### src/hdl/eds_pkg.sv
// ----------------------------------------------------------------------------
// eds_pkg
// Shared types and fixed constants of the elevator disk request scheduler.
// ----------------------------------------------------------------------------
package eds_pkg;

  localparam int ADDR_W              = 15;
  localparam int TAG_W               = 8;
  localparam int CYL_W               = 8;
  localparam int TRK_W               = 5;
  localparam int REC_W               = 3;
  localparam int RECORDS_PER_TRACK   = 8;
  localparam int TRACKS_PER_CYLINDER = 20;
  localparam int CYLINDER_COUNT      = 200;
  localparam int CYL_STRIDE          = RECORDS_PER_TRACK * TRACKS_PER_CYLINDER;
  localparam int RESET_START_ADDRESS = 600;

  localparam logic REG_START_ADDRESS = 1'b0;
  localparam logic REG_START_UP      = 1'b1;

  typedef enum logic [1:0] {
    STAT_ACCEPTED,
    STAT_REJECTED,
    STAT_DISPATCHED,
    STAT_EMPTY
  } status_e;

  typedef enum logic [2:0] {
    S_IDLE,
    S_SUBMIT,
    S_SCAN,
    S_TAIL,
    S_PICK,
    S_FINISH
  } state_e;

endpackage

### src/hdl/eds_ram.sv
// ----------------------------------------------------------------------------
// eds_ram
// Generic single-write, single-read RAM with registered read data.
// ----------------------------------------------------------------------------
module eds_ram #(
  parameter int WIDTH = 8,
  parameter int DEPTH = 16
) (
  input  logic                     clk_i,
  input  logic                     we_i,
  input  logic [$clog2(DEPTH)-1:0] waddr_i,
  input  logic [WIDTH-1:0]         wdata_i,
  input  logic                     re_i,
  input  logic [$clog2(DEPTH)-1:0] raddr_i,
  output logic [WIDTH-1:0]         rdata_o
);

  logic [WIDTH-1:0] mem_q [DEPTH];

  always_ff @(posedge clk_i) begin
    if (we_i) begin
      mem_q[waddr_i] <= wdata_i;
    end
    if (re_i) begin
      rdata_o <= mem_q[raddr_i];
    end
  end

endmodule

### src/hdl/elevator_disk_request_scheduler.sv
// ----------------------------------------------------------------------------
// elevator_disk_request_scheduler
// LOOK elevator scheduler over a table of pending disk requests.
//
// Input words (mode, cylinder, track, record, request_tag) arrive on a
// valid/ready channel; each gives exactly one result word on the output
// valid/ready channel. A submit stores the request in the lowest free slot;
// a dispatch serves the nearest pending address in the sweep direction,
// flipping the sweep when nothing lies ahead.
// The block takes one word at a time and is not ready while it works.
// A submit walks the valid bits one slot a cycle until a free slot or the
// last slot. A dispatch streams the request RAM through one compare unit,
// one slot a cycle, then passes a tail step for the read data and a pick
// step; the scan runs again when the sweep flips, and an empty table
// answers without a scan. The result sits in an output register, so a
// stalled receiver only holds the next word's finish step until it is taken.
// Reset clears the table at once through per-slot valid bits, loads the head
// with 600 and sweeps upward. The start registers sit on an APB port at byte
// addresses 0 and 4; writing one reloads the head or the sweep direction.
// ----------------------------------------------------------------------------
module elevator_disk_request_scheduler
  import eds_pkg::*;
#(
  parameter int QUEUE_DEPTH = 16
) (
  input  logic                             clk_i,
  input  logic                             rst_ni,
  input  logic                             psel,
  input  logic                             penable,
  input  logic                             pwrite,
  input  logic [2:0]                       paddr,
  input  logic [31:0]                      pwdata,
  output logic [31:0]                      prdata,
  output logic                             pready,
  input  logic                             in_valid_i,
  output logic                             in_ready_o,
  input  logic                             mode_i,
  input  logic [CYL_W-1:0]                 cylinder_i,
  input  logic [TRK_W-1:0]                 track_i,
  input  logic [REC_W-1:0]                 record_i,
  input  logic [TAG_W-1:0]                 request_tag_i,
  output logic                             out_valid_o,
  input  logic                             out_ready_i,
  output logic [1:0]                       status_o,
  output logic [ADDR_W-1:0]                served_address_o,
  output logic [TAG_W-1:0]                 served_tag_o,
  output logic                             moving_up_o,
  output logic [$clog2(QUEUE_DEPTH+1)-1:0] pending_count_o
);

  localparam int IW = $clog2(QUEUE_DEPTH);
  localparam int CW = $clog2(QUEUE_DEPTH + 1);
  localparam int RW = ADDR_W + TAG_W;
  localparam logic [IW-1:0] LAST_IDX = IW'(QUEUE_DEPTH - 1);

  state_e state_q, state_d;

  logic [CYL_W-1:0]       cyl_q;
  logic [TRK_W-1:0]       trk_q;
  logic [REC_W-1:0]       rec_q;
  logic [TAG_W-1:0]       tag_q;
  logic [IW-1:0]          idx_q;
  logic [IW-1:0]          cmp_idx_q;
  logic                   chk_q;
  logic                   flipped_q;
  logic                   best_found_q;
  logic [ADDR_W-1:0]      best_addr_q;
  logic [TAG_W-1:0]       best_tag_q;
  logic [IW-1:0]          best_idx_q;
  logic [QUEUE_DEPTH-1:0] valid_q;
  logic [CW-1:0]          pending_q;
  logic [ADDR_W-1:0]      head_q;
  logic                   sweep_q;
  logic [ADDR_W-1:0]      start_addr_q;
  logic                   start_up_q;
  status_e                res_status_q, res_status_d;
  logic [ADDR_W-1:0]      res_addr_q;
  logic [TAG_W-1:0]       res_tag_q;
  status_e                out_status_q;
  logic [ADDR_W-1:0]      out_addr_q;
  logic [TAG_W-1:0]       out_tag_q;
  logic                   out_up_q;
  logic [CW-1:0]          out_count_q;
  logic                   out_valid_q;

  logic              capture, sub_write, serve, flip, scan_start, idx_inc;
  logic              res_load, out_load, range_ok, cfg_wr, hit;
  logic [31:0]       lin_full;
  logic [ADDR_W-1:0] lin_addr, cand_addr;
  logic [TAG_W-1:0]  cand_tag;
  logic [RW-1:0]     rd_data;

  assign cfg_wr = psel && penable && pwrite;
  assign pready = 1'b1;
  assign prdata = (paddr[2] == REG_START_UP) ? 32'(start_up_q) : 32'(start_addr_q);

  assign lin_full = 32'(rec_q) + 32'(RECORDS_PER_TRACK) * 32'(trk_q)
                  + 32'(CYL_STRIDE) * 32'(cyl_q);
  assign lin_addr = lin_full[ADDR_W-1:0];
  assign range_ok = (32'(cyl_q) < 32'(CYLINDER_COUNT)) &&
                    (32'(trk_q) < 32'(TRACKS_PER_CYLINDER)) &&
                    (32'(rec_q) < 32'(RECORDS_PER_TRACK));

  eds_ram #(
    .WIDTH (RW),
    .DEPTH (QUEUE_DEPTH)
  ) u_ram (
    .clk_i   (clk_i),
    .we_i    (sub_write),
    .waddr_i (idx_q),
    .wdata_i ({tag_q, lin_addr}),
    .re_i    (state_q == S_SCAN),
    .raddr_i (idx_q),
    .rdata_o (rd_data)
  );

  // shared compare unit: one candidate slot a cycle
  assign cand_addr = rd_data[ADDR_W-1:0];
  assign cand_tag  = rd_data[RW-1:ADDR_W];
  always_comb begin
    hit = 1'b0;
    if (chk_q && valid_q[cmp_idx_q]) begin
      if (sweep_q) begin
        hit = (cand_addr >= head_q) && (!best_found_q || (cand_addr < best_addr_q));
      end else begin
        hit = (cand_addr <= head_q) && (!best_found_q || (cand_addr > best_addr_q));
      end
    end
  end

  always_comb begin
    state_d      = state_q;
    capture      = 1'b0;
    sub_write    = 1'b0;
    serve        = 1'b0;
    flip         = 1'b0;
    scan_start   = 1'b0;
    idx_inc      = 1'b0;
    res_load     = 1'b0;
    res_status_d = STAT_EMPTY;
    out_load     = 1'b0;
    case (state_q)
      S_IDLE: begin
        if (in_valid_i) begin
          capture = 1'b1;
          if (!mode_i) begin
            state_d = S_SUBMIT;
          end else if (pending_q == '0) begin
            res_load     = 1'b1;
            res_status_d = STAT_EMPTY;
            state_d      = S_FINISH;
          end else begin
            scan_start = 1'b1;
            state_d    = S_SCAN;
          end
        end
      end
      S_SUBMIT: begin
        if (!range_ok) begin
          res_load     = 1'b1;
          res_status_d = STAT_REJECTED;
          state_d      = S_FINISH;
        end else if (!valid_q[idx_q]) begin
          sub_write    = 1'b1;
          res_load     = 1'b1;
          res_status_d = STAT_ACCEPTED;
          state_d      = S_FINISH;
        end else if (idx_q == LAST_IDX) begin
          res_load     = 1'b1;
          res_status_d = STAT_REJECTED;
          state_d      = S_FINISH;
        end else begin
          idx_inc = 1'b1;
        end
      end
      S_SCAN: begin
        idx_inc = 1'b1;
        if (idx_q == LAST_IDX) begin
          state_d = S_TAIL;
        end
      end
      S_TAIL: begin
        state_d = S_PICK;
      end
      S_PICK: begin
        if (best_found_q) begin
          serve        = 1'b1;
          res_load     = 1'b1;
          res_status_d = STAT_DISPATCHED;
          state_d      = S_FINISH;
        end else if (!flipped_q) begin
          flip       = 1'b1;
          scan_start = 1'b1;
          state_d    = S_SCAN;
        end else begin
          res_load     = 1'b1;
          res_status_d = STAT_EMPTY;
          state_d      = S_FINISH;
        end
      end
      S_FINISH: begin
        if (!out_valid_q || out_ready_i) begin
          out_load = 1'b1;
          state_d  = S_IDLE;
        end
      end
      default: begin
        state_d = S_IDLE;
      end
    endcase
  end

  always_ff @(posedge clk_i or negedge rst_ni) begin
    if (!rst_ni) begin
      state_q <= S_IDLE;
    end else begin
      state_q <= state_d;
    end
  end

  always_ff @(posedge clk_i or negedge rst_ni) begin
    if (!rst_ni) begin
      valid_q      <= '0;
      pending_q    <= '0;
      head_q       <= ADDR_W'(RESET_START_ADDRESS);
      sweep_q      <= 1'b1;
      start_addr_q <= ADDR_W'(RESET_START_ADDRESS);
      start_up_q   <= 1'b1;
      out_valid_q  <= 1'b0;
      chk_q        <= 1'b0;
      best_found_q <= 1'b0;
      flipped_q    <= 1'b0;
    end else begin
      chk_q <= (state_q == S_SCAN);
      if (cfg_wr) begin
        if (paddr[2] == REG_START_ADDRESS) begin
          start_addr_q <= pwdata[ADDR_W-1:0];
          head_q       <= pwdata[ADDR_W-1:0];
        end else begin
          start_up_q <= pwdata[0];
          sweep_q    <= pwdata[0];
        end
      end
      if (sub_write) begin
        valid_q[idx_q] <= 1'b1;
        pending_q      <= pending_q + CW'(1);
      end
      if (serve) begin
        valid_q[best_idx_q] <= 1'b0;
        pending_q           <= pending_q - CW'(1);
        head_q              <= best_addr_q;
      end
      if (flip) begin
        sweep_q <= !sweep_q;
      end
      if (capture) begin
        flipped_q <= 1'b0;
      end else if (flip) begin
        flipped_q <= 1'b1;
      end
      if (scan_start) begin
        best_found_q <= 1'b0;
      end else if (hit) begin
        best_found_q <= 1'b1;
      end
      if (out_load) begin
        out_valid_q <= 1'b1;
      end else if (out_ready_i) begin
        out_valid_q <= 1'b0;
      end
    end
  end

  always_ff @(posedge clk_i) begin
    cmp_idx_q <= idx_q;
    if (capture) begin
      cyl_q  <= cylinder_i;
      trk_q  <= track_i;
      rec_q  <= record_i;
      tag_q  <= request_tag_i;
    end
    if (capture || scan_start) begin
      idx_q <= '0;
    end else if (idx_inc) begin
      idx_q <= idx_q + IW'(1);
    end
    if (hit) begin
      best_addr_q <= cand_addr;
      best_tag_q  <= cand_tag;
      best_idx_q  <= cmp_idx_q;
    end
    if (res_load) begin
      res_status_q <= res_status_d;
      res_addr_q   <= serve ? best_addr_q : '0;
      res_tag_q    <= serve ? best_tag_q : '0;
    end
    if (out_load) begin
      out_status_q <= res_status_q;
      out_addr_q   <= res_addr_q;
      out_tag_q    <= res_tag_q;
      out_up_q     <= sweep_q;
      out_count_q  <= pending_q;
    end
  end

  assign in_ready_o       = (state_q == S_IDLE);
  assign out_valid_o      = out_valid_q;
  assign status_o         = out_status_q;
  assign served_address_o = out_addr_q;
  assign served_tag_o     = out_tag_q;
  assign moving_up_o      = out_up_q;
  assign pending_count_o  = out_count_q;

endmodule

### config.mk
export PLATFORM = sky130hd
export DESIGN_NAME = elevator_disk_request_scheduler
export DESIGN_NICKNAME = d
export VERILOG_FILES = /design/src/hdl/eds_pkg.sv /design/src/hdl/eds_ram.sv /design/src/hdl/elevator_disk_request_scheduler.sv
export SDC_FILE = /design/constraint.sdc
export NUM_CORES = 1
export LEC_CHECK = 0
export ABC_AREA = 1
export BUFFER_PORTS_ARGS = -buffer_cell sky130_fd_sc_hd__buf_2
export CORE_MARGIN = 2
export CORE_UTILIZATION = 54
export DETAILED_ROUTE_END_ITERATION = 8
export GPL_ROUTABILITY_DRIVEN = 0
export HOLD_SLACK_MARGIN = 0.08
export PLACE_DENSITY_LB_ADDON = 0.12
export SLEW_MARGIN = 20
export SYNTH_ARGS = -nofsm -noshare
export SYNTH_HDL_FRONTEND = slang
export SYNTH_SLANG_ARGS = --single-unit
### constraint.sdc
create_clock -name clk_i -period 8 [get_ports clk_i]
set_input_delay 0.8 -clock clk_i [delete_from_list [all_inputs] [get_ports clk_i]]
set_output_delay 0.8 -clock clk_i [all_outputs]
set_load 0.03 [all_outputs]
# --- Word-level counts from Yosys, hierarchy flattened ---
# Memories as Yosys holds them, arrays and structs flattened. A register that Yosys moved wholly into a read port is not among the register bits.
# Index checks and enable logic that the tools add are counted.
totals:
  regBits: 175
  latchBits: 0
  ramBits: 368
  mem_bits_ro: 0
  in_bits: 67
  output_inout_bits: 66
  word_cells: 164
  mem_count: 1
op_classes:
  n_addsub: 5
  n_mul: 1
  div: 0
  n_lt_le_gt_ge: 11
  n_eq_ne: 11
  shifts: 0
  muxes: 74
  bitwise_logic: 4
  n_reduce_logical: 29
memory_table:
  columns: ["memory", "depth", "width", "read_ports", "rd_clocked_by_memory_dff", "wr", "line_no", "rtl"]
  rows:
  - ["u_ram.mem_q", 16, 23, 1, 1, 1, "eds_ram.sv:18", "logic [WIDTH-1:0] mem_q [DEPTH];"]
op_table:
  columns: ["operator", "count"]
  rows:
  - ["$mux 15", 4]
  - ["$mux 1", 44]
  - ["$mux 16", 2]
  - ["$mux 3", 10]
  - ["$pmux 3 s6", 1]
  - ["$and 16x16->16", 1]
  - ["$not 16->16", 1]
  - ["$or 16x16->16", 1]
  - ["$add 9x15->15", 1]
  - ["$ge 15x15->1", 1]
  - ["$gt 15x15->1", 1]
  - ["$le 15x15->1", 1]
  - ["$lt 15x15->1", 1]
  - ["$lt 4x5->1 const B", 3]
  - ["$reduce_bool 2->1", 7]
  - ["$mul 3x8->10 const A", 1]
  - ["$mux 5", 2]
  - ["$add 3x8->9", 1]
  - ["$bmux 1 s4", 2]
  - ["$demux 1 s4", 2]
  - ["$ge 4x1->1 const B", 2]
  - ["$logic_and 1x1->1", 8]
  - ["$lt 8x8->1 const B", 1]
  - ["$reduce_and 2->1", 4]
  - ["21 further kinds", 33]

# --- Depth between registers and ports, before layout ---
# Gate-level depths: netlist (run 1).
depth:
  ltp_word: 8
  depth_mapped: 15
  mapped_depth_nobuf: 15

# --- By module ---
# From an unflattened synthesis (run 1), not the netlist that was laid out.
unflattened:
  hier_cells: 2341
  hier_area_um2: 25014.0
by_module_without_submodules:
  columns: ["module", "n_inst", "cells_each", "area_each_um2", "seq_area_each_um2"]
  rows:
  - ["eds_ram", 1, 1531, 16584.7, 11741.3]
  - ["elevator_disk_request_scheduler", 1, 810, 8429.3, 4887.2]

# --- Least setup slack after synthesis (run 1) ---
# No wires, ideal clock.
synth_timing:
  path_type: "flip-flop to flip-flop"
  startpoint: "register state_q[0]"
  endpoint: "register state_q[2]"
  setup_time_ns: 0.129
  arrival_ns: 2.892
  required_ns: 7.871
  slack_ns: 4.979
  stages_incl_launch_ff: 7
  n_path_buf: 0
  period_less_slack_ns: 3.021
  path_cell_list: "dfrtp_1 > nor3_1 > inv_2 > o22ai_1 > a21oi_1 > nand2_1 > o22ai_1"
synth_via:
  elab_chain_len: 3
  elab_cells_between_ends: 12
  cone_classes: "eq/ne (9); mux (1); reduce/logical (2)"
synth_rtl:
  columns: ["element", "line_no", "rtl"]
  rows:
  - ["start: declaration", "elevator_disk_request_scheduler.sv:56", "state_e state_q, state_d;"]
  - ["start signal: assignment", "elevator_disk_request_scheduler.sv:217", "state_q <= state_d;"]
  - ["$eq 3x2->1 (*)", null, null]
  - ["via u_ram.re_i", "eds_ram.sv:13", "input logic re_i,"]
  - ["$ne 2x2->1 (no source line)", null, null]
  - ["$reduce_and 4->1 (no source line)", null, null]
# Mark *: on every way through the listed nets, which the timed path passes. The rest lies on a longest branch.
# A chain may end at the register's enable or synchronous reset.

# --- Worst setup path after layout (run 1) ---
layout_timing:
  startpoint: "register idx_q[1]"
  endpoint: "memory u_ram.mem_q[2][15] (netlist bit) (enable)"
layout_via:
  elab_chain_len: 7
layout_rtl:
  columns: ["element", "line_no", "rtl"]
  rows:
  - ["start: declaration", "elevator_disk_request_scheduler.sv:62", "logic [IW-1:0] idx_q;"]
  - ["start signal: assignment", "elevator_disk_request_scheduler.sv:285", "idx_q <= idx_q + IW'(1);"]
  - ["$bmux 1 s4", "elevator_disk_request_scheduler.sv:163", "end else if (!valid_q[idx_q]) begin"]
  - ["$mux 1 (implied by the code)", "elevator_disk_request_scheduler.sv:163", null]
  - ["$mux 1", "elevator_disk_request_scheduler.sv:163", null]
  - ["$mux 1", "elevator_disk_request_scheduler.sv:159", "if (!range_ok) begin"]
  - ["$mux 1", "elevator_disk_request_scheduler.sv:142", "case (state_q)"]
  - ["$mux 1", "eds_ram.sv:21", "if (we_i) begin"]
  - ["$mux 1 (implied by the code)", "eds_ram.sv:22", "mem_q[waddr_i] <= wdata_i;"]
  - ["end: declaration", "eds_ram.sv:18", null]
# Parallel ways exist; a longest one is shown, timed or not. The select of a mux whose other input is x is not followed.

==> metrics, run 1 <==
outcome completed; unrepaired setup endpoints after global routing false; crit end category flop; Synth Flop Type edfxtp_1; Die X between 200 and 250 µm; count leader, synth edfxtp_1; fillers about 3,300; WP buf/inv 5; Final Critical Period ~3800 ps; CP top delay family buffers and inverters; Critical Path RT 8250 ps; Worst path max stage delay roughly 820 ps; Setup WS post-layout around 4200 ps; worst-case reg-to-reg path depth 12; share of cells above drive strength 1 0.140; CTS tree yes; H-tree levels 2; Synth cell types 41; startpoint types flop; Final #Nets 2,091; CP arrival between 4000 and 5000 ps; cts hold-fix bufs 0; slowest cell on the critical path dfxtp_2; antenna viol nets, final 0; top cells by area, synth edfxtp_1 64%, dfrtp_1 5.4%, nand2_1 4.0%; TNS Setup 0 ps; Ys Warns 0; Final period util 0.474; Worst Path Class, Setup flop to flop; Final setup viols 0; PortBufs 95; Mapped Area about 0.023 mm²; Max Cap Violations 0; final slew viol count 0; vias 14,300; Power, Total between 8 and 9 mW; Clock power frac 0.286; grt ovf 0; Cell Chain, Critical Path inv_2 > buf_4 > o211ai_1 > nand2_1 > nand2_1 > nand2_1 > inv_2 > nand3_4 > nor2_4 > nand2_1 > clkinv_1 > buf_4; Ant. Diodes 0; Reg power frac 0.459; register area share after synthesis 0.716; flops & latches, synth roughly 570; die footprint roughly 0.045 mm²; combinational group share of total power 0.254; clk_skew 15.6 ps; NetSw 2.87 mW; initial antenna violation count 0; Post-CTS Setup Repair Bufs 0; flop2flop setup slack 4210 ps; Longest Clk Path Bufs 3; Vert. Die Dim 211 µm; global-route wire length before repair 76,700 µm; Gate Count Post-Synth ~1,900; Least-Margin Pin Slew about 1200 ps; CTS root buffer clkbuf_16; HP Class primary input to async pin; Yosys top cell area share 0.644; top post-synthesis cells by count 498 x edfxtp_1, 249 x nand2_1, 232 x nor2_1; largest net degree at the start of global routing between 100 and 150; Static Leak about 9.8 nW; I/O pin count approximately 130; Total Wirelength 50,200 µm; TritonCTS Sinks around 570; f_max 264 MHz; pwr/cell area 342 mW/mm²; Clk pin slew, worst setup/hold paths around 60 ps; Power Internal approximately 6.0 mW; Avg Synthesized Cell Area ~12 µm²; DRC 0; Synth area leader edfxtp_1; Initial Util 0.550; Crit path depth 12; global-route total usage across every layer 0.228; vias in the first global route roughly 14,000; VDD IR max 0.266 mV; worst-path fanout max between 60 and 70; Worst Setup Slack post-DPL roughly 4200 ps; DP HPWL between 20,000 and 30,000 µm; Area Growth Syn to Fin 12.0%; post-CTS resize count 0; Post-synth EDFFs approximately 500; Final Hold Viols 0; Async SR Flop Fraction 0.106; WL/cell 19.7 µm; Core ar. about 0.042 mm²; Worst slew margin 0.230; Num CTS Buffers 57; dpl cells between 2,000 and 2,500; DRT iter0 DRCs between 1,000 and 1,500; Sw Ratio 0.323; Clock Latency Late Sink about 600 ps; drt pass-1 iters 5; Cell Rows 75; routed vias/inst 5.59; Finished Layout Cells 2,553; cell mode on critical path nand2_1
[layout make-up]
cell class              instances  area, µm²  share of cell area
flip-flops and latches        566      16600               0.640
well taps                     539        674              0.0259
multi-input cells            1047       5560               0.214
clock inverters                31        250             0.00962
inverters                     173        654              0.0252
clock buffers                  73       1540              0.0592
repair buffers                124        697              0.0268
[final timing paths]
check / from / to
worst min-delay path: rst_ni / pending_q[1]
min in group clk_i: request_tag_i[7] / tag_q[7]
max in group asynchronous: rst_ni / valid_q[4]
worst max register to register: idx_q[1] / u_ram.mem_q[2][15]
worst max-delay path: idx_q[1] / u_ram.mem_q[2][15]
worst min register to register: u_ram.rdata_o[16] / best_tag_q[1]
[worst reg2reg max path, stage by stage (launching register included)]
cell and delay (ps):
dfxtp_2 820, inv_2 490, buf_4 520, o211ai_1 230
nand2_1 80, nand2_1 60, nand2_1 90, inv_2 80
nand3_4 150, nor2_4 170, nand2_1 120, clkinv_1 220
buf_4 420
[registers in the layout, indices dropped and copies added, names as in the netlist, 15 cells and up]
name	count
valid_q	16
u_ram.mem_q	368
served_address_o	15
res_addr_q	15
best_addr_q	15
u_ram.rdata_o	23
start_addr_q	15
head_q	15
[power groups by stage]
stage          logic, mW  registers [mW]  clock network [mW]
3_3_place_gp        2.17            4.13                   0
5_1_grt             2.55            4.12                2.71
4_1_cts             2.24            4.08                2.60
3_5_place_dp        2.23            4.14                   0
2_1_floorplan       1.56            4.12                   0
6_report            2.26            4.08                2.54
[placed cells by master, fill, tap and decap left out, types with 9 or more instances in the layout]
cell type and count:
buf_2 95, a22oi_1 16, inv_2 27, inv_1 138
ha_1 52, dfstp_2 10, xor2_1 10, clkinv_1 18
dfrtp_1 50, o22ai_1 95, nor2_1 230, edfxtp_1 498
o221ai_1 15, clkbuf_1 13, nand3_1 28, o21ai_1 52
o21ai_0 165, nor2_2 15, nand4_1 28, conb_1 18
a21oi_1 25, clkinv_2 13, clkbuf_16 59, o211ai_1 9
nand2_1 249, buf_4 28
[kinds of logic after synthesis]
family	Yosys count	share of synthesized area
DFF	566	0.716
adders and majority gates	55	0.0306
buffers and inverters	274	0.0492
other	2	0.000323
xor gates and xnor gates	18	0.00679
and+or+nand+nor	573	0.103
AOI/OAI and AO/OA	383	0.0936
[metal layers]
metal	vias up	part of all wire	wire, µm	global-route usage
met3	85	0.065	3280	0.0309
met2	500	0.48	23900	0.375
met4	0	0.025	1270	0.0797
met5	-	0	0	0
li1	6787	-	-	-
met1	6898	0.43	21700	0.317
[through the flow]
step           hold WS (ps)  utilization  instance area [µm²]
3_5_place_dp            405        0.572                24200
6_report                373        0.616                26000
3_3_place_gp            400        0.572                24200
2_1_floorplan           332            -                23300
5_1_grt                 356        0.616                26000
4_1_cts                 339        0.615                26000
Power figures use the tool's default switching activity.
==> run 2: changes to the inputs <==
clock period = 3.51 ns   (was 8 ns; I/O delays follow)
==> run 2 against run 1 <==
Fmax rose by 20%. Worst setup slack got worse by 3900 ps. Sequential cell count did not move. Final cell count rose by 2.0%. Global-route usage rose by 0.40 points. Sequential share of layout area fell by 1.3 points. First-iteration DRC count fell by 2.2%. Critical path type unchanged. Largest power group unchanged.
==> metrics, run 2 (synthesized netlist as in run 1, its figures left out) <==
outcome completed (unchanged); TNS Setup 0 ps (unchanged); Final #Nets 2,142 (was 2,091); final slew viol count 0 (unchanged); Final setup viols 0 (unchanged); Worst Hold Depth 4; Area Growth Syn to Fin 14.4% (was 12.0%); Cell Rows 75 (unchanged); die footprint 0.0447 mm² (unchanged); Cell Chain, Critical Path ha_1 > ha_1 > inv_1 > fa_1 > nor3_1 > nand4_1 > xor2_1 (was inv_2 > buf_4 > o211ai_1 > nand2_1 > nand2_1 > nand2_1 > inv_2 > nand3_4 > nor2_4 > nand2_1 > clkinv_1 > buf_4); flop2flop setup slack 350 ps (was 4210 ps); Top Metal Used met5 (was met4); cell mode on critical path ha_1 (was nand2_1); crit path from cyl_q[1] (was idx_q[1]); commonest non-fill, non-tap cell in the layout edfxtp_1 (unchanged); combinational group share of total power 0.255 (was 0.254); Initial Util 0.550 (unchanged); CP top delay family adder cells (was buffers and inverters); met3 routed WL 3540 µm (was 3280 µm); fillers 3,179 (was 3,297); worst-case reg-to-reg path depth 7 (was 12); Least-Margin Pin Slew 1060 ps (was 1160 ps); I/O pin count 133 (unchanged); antenna viol nets, final 0 (unchanged); share of cells above drive strength 1 0.143 (was 0.140); DP Area 0.0243 mm² (was 0.0242 mm²); most frequent cells in the layout 498 x edfxtp_1, 249 x nand2_1, 231 x nor2_1, 165 x o21ai_0, 143 x inv_1 (was 498 x edfxtp_1, 249 x nand2_1, 230 x nor2_1, 165 x o21ai_0, 138 x inv_1); RR Startpoint cyl_q[1] (was idx_q[1]); Final Critical Period 3160 ps (was 3790 ps); CP arrival 3400 ps (was 4040 ps); vias in the first global route 14,000 (was 13,600); initial antenna violation count 1 (was 0); biggest regs u_ram.mem_q (368), u_ram.rdata_o (23), valid_q (16) (unchanged); hold_ws 200 ps (was 373 ps); DRC 0 (unchanged); fin area 0.0266 mm² (was 0.0260 mm²); Top reg by flops u_ram.mem_q (unchanged); Power Internal 14.0 mW (was 6.02 mW); Final period util 0.899 (was 0.474); register area 0.0166 mm² (unchanged); global-route wire length before repair 78,400 µm (was 76,700 µm); startpoint types flop (unchanged); Worst R2R End u_ram.mem_q[15][12] (was u_ram.mem_q[2][15]); Multi-input gate area 0.00553 mm² (was 0.00556 mm²); post-CTS resize count 0 (unchanged); NetSw 6.56 mW (was 2.87 mW); TritonCTS Sinks 566 (unchanged); Max Cap Violations 0 (unchanged); Static Leak 10.1 nW (was 9.77 nW); Clk pin slew, worst setup/hold paths 60 ps (about the same); DP HPWL 28,300 µm (was 27,500 µm); grt ovf 0 (unchanged); vias 14,600 (was 14,300); dpl cells 2,460 (was 2,449); unrepaired setup endpoints after global routing false (unchanged); Hold Path End idx_q[0]; Final Hold Viols 0 (unchanged); WL met1 21,300 µm (was 21,700 µm); crit end category flop (unchanged); Core ar. 0.0422 mm² (unchanged); clk_skew 13.3 ps (was 15.6 ps); Ant. Diodes 0 (unchanged); Clock power frac 0.294 (was 0.286); WP buf/inv 1 (was 5); H-tree levels 2 (unchanged); routed vias/inst 5.60 (was 5.59); largest net degree at the start of global routing 95 (was 114); Die X 211 µm (unchanged); Clock Latency Late Sink 600 ps (about the same); f_max 317 MHz (was 264 MHz); routed length on met2 24,700 µm (was 23,900 µm); Worst Path Class, Setup flop to flop (unchanged); Finished Layout Cells 2,605 (was 2,553); worst-path fanout max 16 (was 67); CTS tree yes (unchanged); CTS root buffer clkbuf_16 (unchanged); HP Class primary input to flop (was primary input to async pin); global-route total usage across every layer 0.232 (was 0.228); slowest cell on the critical path xor2_1 (was dfxtp_2); WL/cell 19.6 µm (was 19.7 µm); Total Wirelength 51,100 µm (was 50,200 µm); Critical Path RT 3760 ps (was 8250 ps); max FFs per register 368 (unchanged); Hold Crit Start in_valid_i; DRT iter0 DRCs 1,407 (was 1,439); drt pass-1 iters 5 (unchanged); Reg power frac 0.451 (was 0.459); Power, Total 20.6 mW (was 8.88 mW); Sw Ratio 0.319 (was 0.323); Vert. Die Dim 211 µm (unchanged); VDD IR max 0.568 mV (was 0.266 mV); pwr/cell area 775 mW/mm² (was 342 mW/mm²); Worst path max stage delay 860 ps (was 820 ps); Longest Clk Path Bufs 3 (unchanged); PortBufs 95 (unchanged); Worst slew margin 0.291 (was 0.230); Num CTS Buffers 56 (was 57)
run 2: changes by cell type in the layout (fill, tap and decap cells not counted), sizes merged:
| cell | delta |
|---|---|
| dlygate4sd3 | +41 |
| clkinv | -15 |
| buf | +11 |
| clkinvlp | +6 |
| inv | +6 |
| bufinv | +2 |
| clkbuf | +1 |
run 2: area by class of cell:
type / count / area share
clock buffers: 74 / 0.0596
multi-input cells: 1047 / 0.208
well taps: 539 / 0.0254
clock inverters: 30 / 0.0118
flip-flops and latches: 566 / 0.626
inverters: 173 / 0.0246
repair buffers: 176 / 0.0446
run 2: through the flow:
step	worst slack, ps	utilization
final	354	0.629
after global routing	21.9	0.629
after CTS	291	0.629
after detailed placement	305	0.574
after global placement	391	0.574
after floorplan	489	-
run 2: routing by layer:
metal / vias up / track usage
met4: 2 / 0.0833
met3: 119 / 0.0408
met1: 7040 / 0.311
met5: - / 0
met2: 520 / 0.385
li1: 6905 / -
run 2: how the worst max path moves through the flow:
stage	endpoint	slack (ps)	depth (start not counted)
final	u_ram.mem_q[15][12]	350	7
after floorplan	state_q[2]	490	6
after CTS	u_ram.mem_q[14][12]	290	7
after global routing	u_ram.mem_q[11][13]	20	8
after detailed placement	u_ram.mem_q[7][12]	310	7
after global placement	u_ram.mem_q[5][13]	390	8
run 2: what timing repair did:
item,4_1_cts,5_1_grt
hold buffers,41,0
hold endpoints to repair,83,0
buffers inserted,0,0
run 2: power groups by stage:
stage	Sequential (mW)	Combinational (mW)	Clock (mW)
2_1_floorplan	9.40	3.57	0
3_3_place_gp	9.39	5.07	0
3_5_place_dp	9.41	5.20	0
4_1_cts	9.28	5.26	6.18
5_1_grt	9.37	5.91	6.44
6_report	9.28	5.26	6.06
run 2: worst min-delay path, stage by stage:
cell and delay, ps:
buf_2 90, nand2_1 90, nand2_1 170, a21oi_1 50
==> run 3: changes to the inputs <==
CTS_BUF_LIST = sky130_fd_sc_hd__clkbuf_8   (was unset)
HOLD_SLACK_MARGIN = unset   (was 0.08)
==> run 3 against run 2 <==
Final cell count rose by 2.5%. Sequential share of layout area is 0.65 points higher. Clock skew up 16 ps. Routed wire length increased by 0.40%. Fmax is 0.11% lower. Non-clock buffer count unchanged. Utilization down 0.65 points. Clock power down 17%. Via count increased by 1.2%.
==> metrics, run 3 (synthesized netlist as in run 1, its figures left out) <==
slowest cell on the critical path xor2_1 (unchanged); TNS Setup 0 ps (unchanged); CTS root buffer clkbuf_8 (was clkbuf_16); Post-CTS Setup Repair Bufs 0 (unchanged); HP Class primary input to flop (unchanged); largest net degree at the start of global routing 95 (unchanged); Power, Total 19.5 mW (was 20.6 mW); Die X 211 µm (unchanged); DRT iter0 DRCs 1,339 (was 1,407); Core ar. 0.0422 mm² (unchanged); startpoint types flop (unchanged); Worst path max stage delay 790 ps (was 860 ps); CTS tree yes (unchanged); most frequent cells in the layout 498 x edfxtp_1, 249 x nand2_1, 231 x nor2_1, 180 x inv_1, 165 x o21ai_0 (was 498 x edfxtp_1, 249 x nand2_1, 231 x nor2_1, 165 x o21ai_0, 143 x inv_1); PortBufs 95 (unchanged); Initial Util 0.550 (unchanged); initial antenna violation count 1 (unchanged); f_max 317 MHz (about the same); outcome completed (unchanged); Critical Path RT 3820 ps (was 3760 ps); flop2flop setup slack 350 ps (about the same); DP HPWL 28,300 µm (unchanged); global-route total usage across every layer 0.235 (was 0.232); cell mode on critical path ha_1 (unchanged); biggest regs u_ram.mem_q (368), u_ram.rdata_o (23), valid_q (16) (unchanged); drt pass-1 iters 5 (unchanged); final slew viol count 0 (unchanged); vias 14,800 (was 14,600); met3 usage 0.0484 (was 0.0408); Cell Rows 75 (unchanged); Final setup viols 0 (unchanged); busiest metal layer after global routing met2 (unchanged); Longest Clk Path Bufs 3 (unchanged); Max Cap Violations 0 (unchanged); Worst slew margin 0.281 (was 0.291); worst-path fanout max 16 (unchanged); TritonCTS Sinks 566 (unchanged); I/O pin count 133 (unchanged); Top reg by flops u_ram.mem_q (unchanged); CP arrival 3470 ps (was 3400 ps); Ant. Diodes 0 (unchanged); Area Growth Syn to Fin 13.2% (was 14.4%); WL/cell 19.2 µm (was 19.6 µm); vias in the first global route 14,300 (was 14,000); Final period util 0.900 (was 0.899); antenna viol nets, final 0 (unchanged); commonest non-fill, non-tap cell in the layout edfxtp_1 (unchanged); fin util 0.623 (was 0.629); DRC 0 (unchanged); Least-Margin Pin Slew 1080 ps (was 1060 ps); crit end category flop (unchanged); Cell Chain, Critical Path ha_1 > ha_1 > inv_1 > fa_1 > xnor2_1 > nand3_1 > nor3_1 > xor2_1 (was ha_1 > ha_1 > inv_1 > fa_1 > nor3_1 > nand4_1 > xor2_1); global-route wire length before repair 79,000 µm (was 78,400 µm); pwr/cell area 743 mW/mm² (was 775 mW/mm²); share of cells above drive strength 1 0.150 (was 0.143); Vert. Die Dim 211 µm (unchanged); Clock Latency Late Sink 670 ps (was 600 ps); H-tree levels 3 (was 2); Final Critical Period 3160 ps (about the same); Worst Path Class, Setup flop to flop (unchanged); Static Leak 10.1 nW (about the same); unrepaired setup endpoints after global routing false (unchanged); max FFs per register 368 (unchanged); Total Wirelength 51,300 µm (was 51,100 µm); die footprint 0.0447 mm² (unchanged); clk_skew 29.0 ps (was 13.3 ps); routed vias/inst 5.53 (was 5.60); grt ovf 0 (unchanged); CP top delay family XOR/XNOR gates (was adder cells); met1 GRT Util 0.311 (about the same); Global Route met2 Usage 0.387 (was 0.385); WP buf/inv 1 (unchanged); Clk pin slew, worst setup/hold paths 60 ps (about the same); VDD IR max 0.420 mV (was 0.568 mV); Final #Nets 2,177 (was 2,142); Num CTS Buffers 91 (was 56); Final Hold Viols 0 (unchanged)
run 3: report_power, final:
part / switching (mW) / internal (mW) / total [mW]
registers: 0.419 / 8.86 / 9.28
clock network: 2.51 / 2.50 / 5.01
logic: 3.68 / 1.56 / 5.24
run 3: final cells by class:
type | count | area (µm²)
fillers | 3224 | 15900
flip-flops and latches | 566 | 16600
well taps | 539 | 674
multi-input cells | 1047 | 5530
inverters | 173 | 654
repair buffers | 176 | 1190
clock buffers | 94 | 1290
clock inverters | 74 | 330
run 3: timing repair:
item / in CTS / in global routing
hold endpoints to repair: 81 / 0
hold buffers: 41 / 0
resized for setup: 0 / 0
run 3: metrics by stage:
| step | instances | setup WS, ps | hold WS, ps | instance area (µm²) |
|---|---|---|---|---|
| 6_report | 2669 | 351 | 129 | 26300 |
| 4_1_cts | 2669 | 297 | 85.3 | 26300 |
| 3_5_place_dp | 2460 | 305 | 405 | 24300 |
| 2_1_floorplan | 1887 | 489 | 55.4 | 23300 |
| 3_3_place_gp | 2460 | 391 | 402 | 24300 |
| 5_1_grt | 2669 | 35.3 | 124 | 26300 |
run 3: per-layer routing:
layer	part of all wire	vias up
li1	-	6983
met1	0.43	7207
met2	0.48	468
met3	0.059	105
met4	0.029	2
met5	0.00025	-
run 3: final timing paths:
path                                  endpoint  depth (start not counted)          start
max                         u_ram.mem_q[0][13]                          8       cyl_q[1]
min                                   idx_q[0]                          4     in_valid_i
max reg2reg                 u_ram.mem_q[0][13]                          8       cyl_q[1]
min reg2reg                served_address_o[0]                          0  res_addr_q[0]
max in group asynchronous            head_q[9]                          3         rst_ni
min in group asynchronous         pending_q[1]                          2         rst_ni
run 3: worst register-to-register path, stage by stage, from the launching register on:
cell	delay [ps]
edfxtp_1	430
ha_1	310
ha_1	170
inv_1	60
fa_1	400
xnor2_1	270
nand3_1	160
nor3_1	240
xor2_1	790
